===== src/hdl/rba_pkg.sv =====
// ----------------------------------------------------------------------------
// rba_pkg: shared types and constants for the ring buffer allocator
// Offsets, request and result records, and the state record of the ring.
// ----------------------------------------------------------------------------
package rba_pkg;

  // Field widths
  localparam int unsigned ST_W  = 17;  // offsets held in state, sizes, lengths
  localparam int unsigned OFF_W = 16;  // reported offset, free offset

  // Default upper bound on the usable buffer length
  localparam int unsigned MAX_BUFFER_LEN_DEF = 65536;

  // Buffer length after reset
  localparam logic [ST_W-1:0] LEN_RESET = 17'd65536;

  // Stream payload widths (padded to whole bytes)
  localparam int unsigned S_DATA_W = 40;  // size, free_offset
  localparam int unsigned M_DATA_W = 40;  // granted, alloc_offset, allocated_amount

  // Request kind
  typedef enum logic {
    OP_ALLOC = 1'b0,
    OP_FREE  = 1'b1
  } op_t;

  typedef struct packed {
    op_t              op;
    logic [ST_W-1:0]  size;
    logic [OFF_W-1:0] free_offset;
  } rba_req_t;

  typedef struct packed {
    logic             granted;
    logic [OFF_W-1:0] alloc_offset;
    logic [ST_W-1:0]  allocated_amount;
  } rba_res_t;

  typedef struct packed {
    logic [ST_W-1:0] oldest_live;
    logic [ST_W-1:0] next_free;
    logic [ST_W-1:0] wrap_point;
    logic            wrap_active;
  } rba_state_t;

endpackage


===== src/hdl/rba_step.sv =====
// ----------------------------------------------------------------------------
// rba_step: next-state and result logic for one request
// Places or releases one block against the current ring state and works out
// the byte count held after the request, clamped between zero and the buffer length.
// ----------------------------------------------------------------------------
module rba_step import rba_pkg::*; (
  input  rba_state_t      cur,
  input  rba_req_t        req,
  input  logic [ST_W-1:0] eff_len,
  output rba_state_t      nxt,
  output rba_res_t        res
);

  logic [ST_W:0]   nf_end;
  logic            fit_here;
  logic            fit_low;
  logic [ST_W-1:0] ol_sum;
  logic [ST_W-1:0] wp_sum;
  logic [ST_W-1:0] off_full;
  logic            granted;
  logic [ST_W+1:0] raw_amt;
  logic [ST_W+1:0] tail_amt;
  logic [ST_W-1:0] amt;

  // Placement tests: at next_free, or wrapped to offset zero
  assign nf_end   = {1'b0, cur.next_free} + {1'b0, req.size};
  assign fit_here = (nf_end <= {1'b0, eff_len}) &&
                    !(cur.wrap_active && (cur.wrap_point >= cur.next_free) &&
                      ({1'b0, cur.wrap_point} < nf_end));
  assign fit_low  = (cur.oldest_live >= req.size) &&
                    !(cur.wrap_active && (cur.wrap_point < req.size));

  // Free advances wrap modulo 2^17
  assign ol_sum = cur.oldest_live + req.size;
  assign wp_sum = cur.wrap_point + req.size;

  // State update
  always_comb begin
    nxt      = cur;
    granted  = 1'b0;
    off_full = '0;
    case (req.op)
      OP_ALLOC: begin
        if (fit_here) begin
          granted       = 1'b1;
          off_full      = cur.next_free;
          nxt.next_free = nf_end[ST_W-1:0];
        end else if (fit_low) begin
          granted         = 1'b1;
          nxt.wrap_point  = cur.oldest_live;
          nxt.wrap_active = 1'b1;
          nxt.oldest_live = '0;
          nxt.next_free   = req.size;
        end
      end
      OP_FREE: begin
        granted = 1'b1;
        if (!cur.wrap_active) begin
          nxt.oldest_live = ol_sum;
        end else if (req.free_offset == '0) begin
          nxt.wrap_active = 1'b0;
          nxt.wrap_point  = '0;
          nxt.oldest_live = req.size;
        end else begin
          nxt.wrap_point = wp_sum;
        end
        // drained: restart at the bottom
        if (!nxt.wrap_active && (nxt.oldest_live == cur.next_free)) begin
          nxt.oldest_live = '0;
          nxt.next_free   = '0;
        end
      end
      default: begin
        nxt = cur;
      end
    endcase
  end

  // Live byte count, two's complement in ST_W+2 bits, then clamped
  assign tail_amt = nxt.wrap_active ? ({2'b00, eff_len} - {2'b00, nxt.wrap_point}) : '0;
  assign raw_amt  = {2'b00, nxt.next_free} - {2'b00, nxt.oldest_live} + tail_amt;

  always_comb begin
    if (raw_amt[ST_W+1]) begin
      amt = '0;
    end else if (raw_amt[ST_W:0] > {1'b0, eff_len}) begin
      amt = eff_len;
    end else begin
      amt = raw_amt[ST_W-1:0];
    end
  end

  assign res.granted          = granted;
  assign res.alloc_offset     = off_full[OFF_W-1:0];
  assign res.allocated_amount = amt;

endmodule


===== src/hdl/ring_buffer_allocator.sv =====
// ----------------------------------------------------------------------------
// ring_buffer_allocator: in-order ring allocator over a configurable buffer
//
//   channel | dir | handshake        | payload
//   --------+-----+------------------+-------------------------------------
//   s_      | in  | s_tvalid/tready  | tdata: size, free_offset; tuser: op
//   m_      | out | m_tvalid/tready  | tdata: granted, offset, amount
//   cfg_    | in  | cfg_we           | cfg_wdata: buffer_len
//
// One request per cycle sustained while m_tready stays high; each result
// passes the input register, then the result register. The ring state updates
// in the same cycle a request moves from the input register to the result
// register. Reset clears the ring to empty and sets buffer_len to 65536.
// A stalled m_ side holds the result; the input register keeps taking one
// request while the result waits, then s_tready drops.
// ----------------------------------------------------------------------------
module ring_buffer_allocator import rba_pkg::*; #(
  parameter int unsigned MAX_BUFFER_LEN = MAX_BUFFER_LEN_DEF
) (
  input  logic                clk,
  input  logic                rst,
  // request stream
  input  logic                s_tvalid,
  output logic                s_tready,
  input  logic [S_DATA_W-1:0] s_tdata,   // [16:0] size, [32:17] free_offset, rest zero
  input  logic                s_tuser,   // [0] op
  // result stream
  output logic                m_tvalid,
  input  logic                m_tready,
  output logic [M_DATA_W-1:0] m_tdata,   // [0] granted, [16:1] alloc_offset,
                                         // [33:17] allocated_amount, rest zero
  // configuration
  input  logic                cfg_we,
  input  logic [ST_W-1:0]     cfg_wdata
);

  // Cap on the length, limited to what the length register can hold
  localparam int unsigned LenCap =
    (MAX_BUFFER_LEN > (2**ST_W - 1)) ? (2**ST_W - 1) : MAX_BUFFER_LEN;

  logic [ST_W-1:0] buffer_len;
  logic [ST_W-1:0] eff_len;

  logic       in_valid;
  rba_req_t   in_req;
  rba_req_t   s_req;
  logic       s_xfer;
  logic       advance;

  rba_state_t state;
  rba_state_t state_next;
  rba_res_t   step_res;
  rba_res_t   out_res;

  // Configuration register
  always_ff @(posedge clk) begin
    if (rst) begin
      buffer_len <= LEN_RESET;
    end else if (cfg_we) begin
      buffer_len <= cfg_wdata;
    end
  end

  assign eff_len = (buffer_len > ST_W'(LenCap)) ? ST_W'(LenCap) : buffer_len;

  // Unpack request
  assign s_req.op          = op_t'(s_tuser);
  assign s_req.size        = s_tdata[ST_W-1:0];
  assign s_req.free_offset = s_tdata[ST_W+OFF_W-1:ST_W];

  // Handshake control
  assign advance  = in_valid && (!m_tvalid || m_tready);
  assign s_tready = !in_valid || advance;
  assign s_xfer   = s_tvalid && s_tready;

  // Input register
  always_ff @(posedge clk) begin
    if (rst) begin
      in_valid <= 1'b0;
    end else if (s_xfer) begin
      in_valid <= 1'b1;
    end else if (advance) begin
      in_valid <= 1'b0;
    end
  end

  always_ff @(posedge clk) begin
    if (s_xfer) begin
      in_req <= s_req;
    end
  end

  // Request evaluation
  rba_step u_step (
    .cur     (state),
    .req     (in_req),
    .eff_len (eff_len),
    .nxt     (state_next),
    .res     (step_res)
  );

  // Ring state
  always_ff @(posedge clk) begin
    if (rst) begin
      state <= '0;
    end else if (advance) begin
      state <= state_next;
    end
  end

  // Result register
  always_ff @(posedge clk) begin
    if (rst) begin
      m_tvalid <= 1'b0;
    end else if (advance) begin
      m_tvalid <= 1'b1;
    end else if (m_tready) begin
      m_tvalid <= 1'b0;
    end
  end

  always_ff @(posedge clk) begin
    if (advance) begin
      out_res <= step_res;
    end
  end

  assign m_tdata = {{(M_DATA_W - 1 - OFF_W - ST_W){1'b0}},
                    out_res.allocated_amount, out_res.alloc_offset, out_res.granted};

  // Checks
  a_wrap_clear: assert property (@(posedge clk) disable iff (rst)
    !state.wrap_active |-> (state.wrap_point == '0))
    else $error("wrap point set while not wrapped");

  a_refused_keeps_state: assert property (@(posedge clk) disable iff (rst)
    (advance && !step_res.granted) |=> $stable(state))
    else $error("refused request changed ring state");

  a_advance_fills_out: assert property (@(posedge clk) disable iff (rst)
    advance |=> m_tvalid)
    else $error("evaluated request left no result");

  a_held_request: assert property (@(posedge clk) disable iff (rst)
    (in_valid && !advance) |=> (in_valid && $stable(in_req)))
    else $error("pending request lost while stalled");

  a_ready_when_empty: assert property (@(posedge clk) disable iff (rst)
    !in_valid |-> s_tready)
    else $error("input refused with empty input register");

endmodule

===== config.mk =====
export PLATFORM = sky130hd
export DESIGN_NAME = ring_buffer_allocator
export DESIGN_NICKNAME = d
export VERILOG_FILES = /design/src/hdl/rba_pkg.sv /design/src/hdl/rba_step.sv /design/src/hdl/ring_buffer_allocator.sv
export SDC_FILE = /design/constraint.sdc
export NUM_CORES = 1
export LEC_CHECK = 0
export BUFFER_PORTS_ARGS = -buffer_cell sky130_fd_sc_hd__buf_2
export CORE_AREA = 8 8 181 149
export DETAILED_ROUTE_END_ITERATION = 8
export DIE_AREA = 0 0 189 157
export PLACE_DENSITY = 0.82
export SLEW_MARGIN = 20
export SYNTH_ARGS = -nofsm -noshare
export SYNTH_HDL_FRONTEND = slang
export SYNTH_SLANG_ARGS = --single-unit
export TNS_END_PERCENT = 20

===== constraint.sdc =====
create_clock -name clk -period 10.9 [get_ports clk]
set_input_delay 1.09 -clock clk [delete_from_list [all_inputs] [get_ports clk]]
set_output_delay 1.09 -clock clk [all_outputs]
set_load 0.01 [all_outputs]

* Word-level counts from Yosys, hierarchy flattened
Index checks and enable logic that the tools add are counted.
Word-level totals: bits in registers 139, latch bits 0, memory bits (writable) 0, ROM bits 0, input bits 63, output and inout port bits 42, logic and storage cells 71, memories 0
Operators by class: add/sub/neg operators 6, $mul 0, divide/modulo/power cells 0, magnitude comparators 7, equality and inequality tests 1, shift-type cells 0, multiplexer cells 23, bitwise logic cells 2, reduce and logical (&&, ||, !) cells 19
Operator list (count):
- 2-to-1 mux 17 bit | 8
- case mux 52 bit (2 select lines) | 1
- 2-to-1 mux 18 bit | 3
- 2-to-1 mux 52 bit | 1
- subtractor 17 x 17 -> 18 bit | 2
- adder 17 bit | 2
- greater-or-equal comparator 17 bit | 2
- 2-to-1 mux 34 bit | 1
- adder 19 bit | 1
- 2-to-1 mux 19 bit | 1
- adder 17 x 17 -> 18 bit | 1
- > comparator 18 x 17 -> 1 bit | 1
- less-or-equal comparator 18 x 17 -> 1 bit | 1
- less-than comparator 17 x 18 -> 1 bit | 1
- equality test 17 bit | 1
- > comparator 17 bit, second input constant | 1
- less-than comparator 17 bit | 1
- logical NOT 16 bit | 1
- logical AND 1 bit | 8
- 2-to-1 mux 1 bit | 7
- logical NOT 1 bit | 5
- nonzero test 2 bit | 2
- logical OR 1 bit | 2
- inverter 1 bit | 2
- other kinds (2) | 2

* Logic depth before layout (Yosys ltp)
Gate-level depths: netlist of the first run.
depth in word-level cells 13, gate-level depth with buffers 58, gate-level depth less buffers 55

* By module
From an unflattened synthesis of the first run, not the netlist that was laid out.
Second synthesis, totals: cells, all modules 1758, area total of the unflattened synthesis 14248.7 um2
Modules (own cells, without submodules):
- rba_step | times used 1, cells each 1356, area an instance 9316.4 um2, seq. area each 0.0 um2
- ring_buffer_allocator | times used 1, cells each 402, area an instance 4932.2 um2, seq. area each 3463.3 um2

* Worst setup path before layout of the first run
OpenSTA, ideal clock, no wires.
path type register -> register, start point reg in_req[17] (netlist bit), end point reg out_res, in the netlist m_tdata[26], data pin, library setup time 267 ps, arrival 9699 ps, required time 10633 ps, setup slack 934 ps, stages on the path, launching flop included 51, buffers on the path 2, clock period less this slack 9966 ps, cell sequence edfxtp_1 -> inv_1 -> fa_1 -> nand2b_1 -> a21oi_1 -> nor3_1 -> nor2_1 -> inv_1 -> ha_1 -> or4_1 -> a21oi_1 -> o21a_1 -> o21ai_0 -> a21oi_1 -> o21ai_0 -> a2111oi_2 -> nor3_4 -> o311ai_0 -> [15 not listed] -> or3_1 -> o21ai_0 -> o21bai_1 -> a21oi_1 -> xor2_1 -> inv_1 -> ha_1 -> and4_1 -> a221o_1 -> a21o_1 -> a21o_1 -> a21oi_1 -> a21oi_1 -> a211oi_1 -> clkbuf_1 -> clkbuf_1 -> or4_1 -> o21ai_0
On the way: cells in the longest elaborated chain, start to end 12, elaborated cells between the ends (all ways) 33, those cells by class add/sub: 6; order compare: 5; eq/ne: 1; mux: 14; reduce/logical: 7
RTL lines:
- start, declared | line ring_buffer_allocator.sv:45 | rba_req_t in_req;
- start signal, assigned | line ring_buffer_allocator.sv:89 | in_req <= s_req;
- adder 17 x 17 -> 18 bit or less-than comparator 17 bit (tied branches) | line rba_step.sv:26, rba_step.sv:31
- less-than comparator 17 x 18 -> 1 bit or logical AND 1 bit (tied branches) | line rba_step.sv:29, rba_step.sv:31
- logical AND 1 bit or logical NOT 1 bit (tied branches) | line rba_step.sv:28, rba_step.sv:31
- logical NOT 1 bit or logical AND 1 bit (tied branches) | line rba_step.sv:28, rba_step.sv:30
- logical AND 1 bit or 2-to-1 mux 52 bit (tied branches) | line rba_step.sv:27, rba_step.sv:48
- 2-to-1 mux 18 bit | line rba_step.sv:44 | if (fit_here) begin
- case mux 52 bit (2 select lines) * | line rba_step.sv:42 | case (req.op)
- subtractor 17 x 17 -> 18 bit | line rba_step.sv:80 | assign tail_amt = nxt.wrap_active ? ({2'b00, eff_len} - {2'b00, nxt.wrap_point}) : '0;
- 2-to-1 mux 19 bit | line rba_step.sv:80
- adder 19 bit * | line rba_step.sv:81 | assign raw_amt = {2'b00, nxt.next_free} - {2'b00, nxt.oldest_live} + tail_amt;
- > comparator 18 x 17 -> 1 bit | line rba_step.sv:86 | end else if (raw_amt[ST_W:0] > {1'b0, eff_len}) begin
- 2-to-1 mux 17 bit | line rba_step.sv:86
- end signal, assigned | line ring_buffer_allocator.sv:124 | out_res <= step_res;
- end, declared | line ring_buffer_allocator.sv:53 | rba_res_t out_res;
Mark *: on every way between the ends. The rest lies on a longest branch, timed or not. The select of a mux whose other input is x is not followed. A chain may end at the register's enable or synchronous reset.

* Final worst setup path of the first run
start point reg in_req[17] (netlist bit), end point reg out_res, in the netlist m_tdata[27], data pin
The elaborated chain is that of the path after synthesis.

==> reports/metrics.yaml, run 1 <==
synth_edf_count: 68
wl_per_cell_um: 21.2
worst_r2r_endpoint: "m_tdata[27]"
synth_area_leader_cell: "ha_1"
ctsHoldBuffers: 0
ys_warn_count: 0
reg2reg_depth: 52
clkLatencyLatePin_ns: 0.45
grt_first_pass_wirelength_um: 73700
grt_max_degree: 56
yosysUniqueCellTypes: 93
crit_fanout: 19
worstMarginPinSlew_ns: 1.11
dp_hpwl_um: 35900
antenna_found_initial: 1
setup_viol: 0
pre_cts_ws_ns: -0.160
grt_use_total_pct: 31.2
drc: 0
fmax_ghz: 0.0948
final_nets: 2188
final_max_slew_viol_count: 0
numPortBuffers: 91
seqCellArea_um2: 3460
crit_path_max_incr_delay_ns: 0.51
tns_ns: 0
cts_htree_levels: 4
cts.clk_slew.worst_paths_ns: 0.08
fillCellCount: 1831
yosys_register_bits: 139
r2r_setup_slack_ns: 0.35
multi_input_area_um2: 10200
gp_congestion: 0.996
die_area_um2: 29700
syn_avg_cell_area_um2: 8.20
synth_area_leaders: "ha_1 (18%), edfxtp_1 (14%), dfxtp_1 (10%), a21oi_1 (4.9%), nor2_1 (4.3%)"
ios: 105
synth.most_common_cell: "ha_1"
area_growth_pct: 19.5
slew-limit-headroom_pct: 24.1
synth_flop_cell: "dfxtp_1"
grt_pass1_vias: 13800
hold_class: "reg -> reg"
ys_async_sr_fraction_pct: 0
initial_core_util_pct: 58.9
reg2reg_from: "in_req[17]"
cts_tree: "yes"
endpoint_kind: "flip-flop"
startpoint: "in_req[17]"
cts_sinks: 139
dr.pass1.iters: 6
drt_iter0_markers: 1768
synth_top_area_share_pct: 17.6
clockBufferDepth: 2
critPathMostFrequentCell: "a21oi_1"
whs_path_depth: 2
status: "finished, final reports clean"
wirelength_um: 47800
via_count: 14500
required_ns: 11.06
place_inst: 2214
grt_overflow: 0
powerDensity_nw_per_um2: 222
cellLeakagePower_nw: 7.63
detail-route-antenna-nets: 0
fin_skew_ns: 0.0147
syn_area_um2: 14100
ys_top_cells_by_count: "ha_1 (198), nor2_1 (161), a21oi_1 (139)"
clock-root-buffer: "clkbuf_16"
crit_type: "reg -> reg"
vdd_drop_max_mv: 0.172
ys_seq_area_share_pct: 24.6
holdPathEnd: "m_tvalid"
slowest_stage: "edfxtp_1"
hold_viol: 0
fin_crit_sh_pct: 96.8
cap_violations: 0
min_from: "in_valid"
design.core.area_um2: 23900
die_h_um: 157
drive_above_1_share_pct: 19.7
std_cell_rows: 51
via_per_inst: 6.44
synthCells: 1719
cts_buffers: 17
critPathLaunchType: "flip-flop"
critical_path_arrival_ns: 10.71
min_period_ns: 10.55
setup_slack_ns: 0.351
finalNonFillerCells: 2255
die_w_um: 189
==> cells by family after synthesis <==
logic type / after synthesis / synth area share, %
XOR/XNOR: 81 / 5.28
multiplexers: 34 / 2.44
AND/OR/NAND/NOR: 523 / 17.9
flip-flops: 139 / 24.6
adder cells (fa/ha/maj): 204 / 18.4
other: 1 / 0.0266
AO/OA/AOI/OAI: 530 / 25.7
buffers and inverters: 207 / 5.68
==> flip-flops by register name (all words and copies together) (netlist names), named ones only <==
name and cells:
state 51, in_req 34, m_tdata 34, buffer_len 17, in_valid 1, m_tvalid 1
==> metrics by stage <==
stage | cell area [um^2] | util (%) | power (W) | hold slack, ns
detailed placement | 15800 | 66.1 | 0.00282 | 0.504
finish | 16800 | 70.4 | 0.00373 | 0.532
CTS | 16500 | 68.8 | 0.00353 | 0.513
global route | 16800 | 70.4 | 0.00397 | 0.563
floorplan | 14100 | - | 0.00203 | 0.474
global placement | 15800 | 66.1 | 0.00275 | 0.494
==> critical path: cells and delay by family, from the launching register on <==
kind	cells	cell delay [ns]
flip-flops	1	0.51
buffers and inverters	8	1.10
adder cells (fa/ha/maj)	5	1.49
XOR/XNOR	3	0.57
AO/OA/AOI/OAI	29	5.59
AND/OR/NAND/NOR	7	0.95
==> power breakdown <==
group / switching [W] / internal (W)
combinational: 0.00134 / 0.00110
clock: 0.000297 / 0.000353
sequential: 0.0000434 / 0.000600
total: 0.00168 / 0.00205
==> metal layers <==
| layer | part of all wire, % | GRT usage [%] | vias to the layer above |
|---|---|---|---|
| met4 | 4.9 | 14.5 | 0 |
| met1 | 40 | 40.3 | 6692 |
| met2 | 42 | 47.1 | 932 |
| met3 | 12 | 9.66 | 188 |
| met5 | 0 | 0 | - |
| li1 | - | - | 6715 |
==> placed cells by master, fill, tap and decap left out, types with 27 or more instances in the layout <==
master    netlist  final
ha_1          198    190
nor2_1        161    154
buf_4           6    152
inv_1         135    135
nand2_1       130    130
a21oi_1       139    129
buf_2           1     91
o21ai_0       101     89
dfxtp_1        71     70
edfxtp_1       68     68
xnor2_1        62     58
nor3_1         54     52
a21o_1         45     45
nand2b_1       30     29
mux2i_1        31     29
a211oi_1       28     27
==> cell type report <==
class,instances,area share [%]
multi-input combinational,1378,60.4
sequential,139,20.6
inverter,136,3.03
clock inverter,15,1.20
timing repair buffer,249,9.90
tap,318,2.36
antenna,3,0.0446
clock buffer,17,2.53
==> how the worst max path moves through the flow <==
stage / slack (ns) / endpoint / depth (start not counted)
floorplan: 0.93 / m_tdata[26] / 50
global placement: 0.10 / m_tdata[18] / 48
detailed placement: -0.16 / m_tdata[18] / 53
CTS: -0.03 / m_tdata[30] / 54
global route: -0.13 / m_tdata[27] / 55
finish: 0.35 / m_tdata[27] / 52
==> repair_timing <==
action                                 4_1_cts  5_1_grt
endpoints found under the hold margin        0        0
gates cloned                                 1        0
pin swaps                                    0       28
gates resized for setup                     11       89
setup endpoints to repair                   17       17
buffers inserted                             0        5
Note: power is estimated with default switching activity, not from simulation.
==> inputs of run 2 (changes only) <==
Settings changed: PLACE_DENSITY 0.82 to 0.8, SLEW_MARGIN 20 to default.
==> run 2 against run 1 <==
Against the previous run: clock power hardly changed; final cell count is 1.8% lower; sequential share of layout area is 0.43 points higher; via count is 1.6% lower; highest routed layer unchanged; power is 4.9% lower; sequential power hardly changed; critical endpoint is now m_tdata[30]; die area stayed put; count of clock-buffer cells in the layout stayed put; critical path depth stayed put.
==> reports/metrics.yaml, run 2 (synthesized netlist as in run 1, its figures left out) <==
setup_viol: 0  # unchanged
ios: 105  # unchanged
clkLatencyLatePin_ns: 0.45  # about the same
hold_viol: 0  # unchanged
numPortBuffers: 91  # unchanged
via_per_inst: 6.45  # was 6.44
crit_fanout: 19  # unchanged
grt_first_pass_wirelength_um: 71800  # was 73,700 um
final_cell_mix: "ha_1 (195), nor2_1 (157), inv_1 (135)"  # was ha_1 (190), nor2_1 (154), buf_4 (152)
critPathLaunchType: "flip-flop"  # unchanged
fin_skew_ns: 0.0150  # was 0.0147 ns
final_max_slew_viol_count: 0  # unchanged
dp_hpwl_um: 35600  # was 35,900 um
min_period_ns: 10.64  # was 10.55 ns
vdd_drop_max_mv: 0.160  # was 0.172 mV
antenna_found_initial: 0  # was 1
clockBufferDepth: 2  # unchanged
final_nets: 2150  # was 2,188
p_sw_share_pct: 45.4  # was 45.1%
detail-route-antenna-nets: 0  # unchanged
cts.clk_slew.worst_paths_ns: 0.07  # was 0.08 ns
finalInstanceArea_um2: 16500  # was 16,800 um^2
design.core.area_um2: 23900  # unchanged
cellLeakagePower_nw: 7.45  # was 7.63 nW
status: "finished, final reports clean"  # unchanged
largest_reg_flops: 51  # unchanged
area_growth_pct: 17.1  # was 19.5%
grt_use_total_pct: 30.4  # was 31.2%
critPathMostFrequentCell: "ha_1"  # was a21oi_1
mostFrequentLayoutCell: "ha_1"  # unchanged
endpoint_kind: "flip-flop"  # unchanged
critical_path_arrival_ns: 10.92  # was 10.71 ns
worstMarginPinSlew_ns: 1.13  # was 1.11 ns
pre_cts_ws_ns: 0.0435  # was -0.160 ns
grt_max_degree: 57  # was 56
fin_crit_sh_pct: 97.7  # was 96.8%
cap_violations: 0  # unchanged
num_antenna_cells: 0  # was 3
drive_above_1_share_pct: 17.2  # was 19.7%
post_dp_cell_area_um2: 15500  # was 15,800 um^2
cts_buffers: 17  # unchanged
wirelength_um: 46800  # was 47,800 um
tns_ns: 0  # unchanged
wl_per_cell_um: 21.1  # was 21.2 um
initial_core_util_pct: 58.9  # unchanged
drc: 0  # unchanged
cts_tree: "yes"  # unchanged
cts_htree_levels: 4  # unchanged
slew-limit-headroom_pct: 22.7  # was 24.1%
setup_slack_ns: 0.256  # was 0.351 ns
crit_path_max_incr_delay_ns: 0.43  # was 0.51 ns
required_ns: 11.17  # was 11.06 ns
pwr-share-clk_pct: 18.3  # was 17.4%
std_cell_rows: 51  # unchanged
hold_class: "reg -> reg"  # unchanged
die_w_um: 189  # unchanged
drt_iter0_markers: 1872  # was 1,768
dr.pass1.iters: 7  # was 6
regMostFlops: "state"  # unchanged
fmax_ghz: 0.0939  # was 0.0948 GHz
crit_type: "reg -> reg"  # unchanged
r2r_setup_slack_ns: 0.26  # was 0.35 ns
p_sw_w: 0.00161  # was 0.00168 W
die_h_um: 157  # unchanged
p_int_w: 0.00194  # was 0.00205 W
clock-root-buffer: "clkbuf_16"  # unchanged
die_area_um2: 29700  # unchanged
slowest_stage: "edfxtp_1"  # unchanged
cts_sinks: 139  # unchanged
grt_overflow: 0  # unchanged
via_count: 14300  # was 14,500
combinationalPowerShare_pct: 63.5  # was 65.4%
gp_congestion: 0.978  # was 0.996
grt_pass1_vias: 13400  # was 13,800
powerDensity_nw_per_um2: 215  # was 222 nW/um^2
seqPwrFrac_pct: 18.2  # was 17.2%
-- run 2: changes by cell type in the layout (fill, tap and decap cells not counted), sizes merged --
cell,before,now
clkinvlp,1,2
bufinv,2,3
clkinv,4,3
buf,249,211
diode,3,0
inv,144,143
-- run 2: routing by layer --
metal	track usage [%]	share of wire, %	wire (um)
met5	0	0	0
met4	13.9	4.5	2080
met3	6.19	11	5040
met2	47.1	43	20300
met1	40.3	41	19400
-- run 2: timing repair --
item | CTS | global route
buffers inserted | 0 | 9
hold buffers | 0 | 0
cloned | 0 | 0
gates resized for setup | 6 | 72
setup endpoints to repair | 17 | 17
pin swaps | 0 | 14
hold endpoints to repair | 0 | 0
-- run 2: stage by stage --
stage / hold WS (ns) / util, % / instances / power [W]
floorplan: 0.474 / - / 1724 / 0.00203
global placement: 0.490 / 64.8 / 2173 / 0.00264
detailed placement: 0.505 / 64.8 / 2173 / 0.00272
CTS: 0.515 / 67.5 / 2205 / 0.00339
global route: 0.549 / 68.9 / 2214 / 0.00377
finish: 0.522 / 68.9 / 2214 / 0.00355
-- run 2: path summary, 6_finish.rpt --
kind	start	endpoint	cells after the start
worst max-delay path	in_req[16]	m_tdata[30]	52
worst max register to register	in_req[16]	m_tdata[30]	52
worst min-delay path	in_valid	m_tvalid	2
worst min register to register	in_valid	m_tvalid	2
-- run 2: area by class of cell --
cell class | count | area (um^2)
Tap cell | 318 | 398
Multi-Input combinational cell | 1378 | 10100
Clock inverter | 15 | 204
Inverter | 136 | 510
Timing Repair Buffer | 211 | 1380
Fill cell | 1915 | 7430
Clock buffer | 17 | 425
Sequential cell | 139 | 3460
-- run 2: critical path: cells and delay by family, from the launching register on --
kind	cells	cell delay, ns
and+or+nand+nor	14	2.62
AOI/OAI and AO/OA	23	4.07
buffers and inverters	6	0.96
adders and majority gates	7	1.94
xor gates and xnor gates	2	0.44
DFF	1	0.43
-- run 2: power groups by stage --
stage / combinational [W] / sequential [W] / clock [W]
detailed placement: 0.00207 / 0.000654 / 0
CTS: 0.00209 / 0.000643 / 0.000653
finish: 0.00225 / 0.000645 / 0.000651
global placement: 0.00199 / 0.000653 / 0
global route: 0.00245 / 0.000649 / 0.000673
floorplan: 0.00138 / 0.000649 / 0
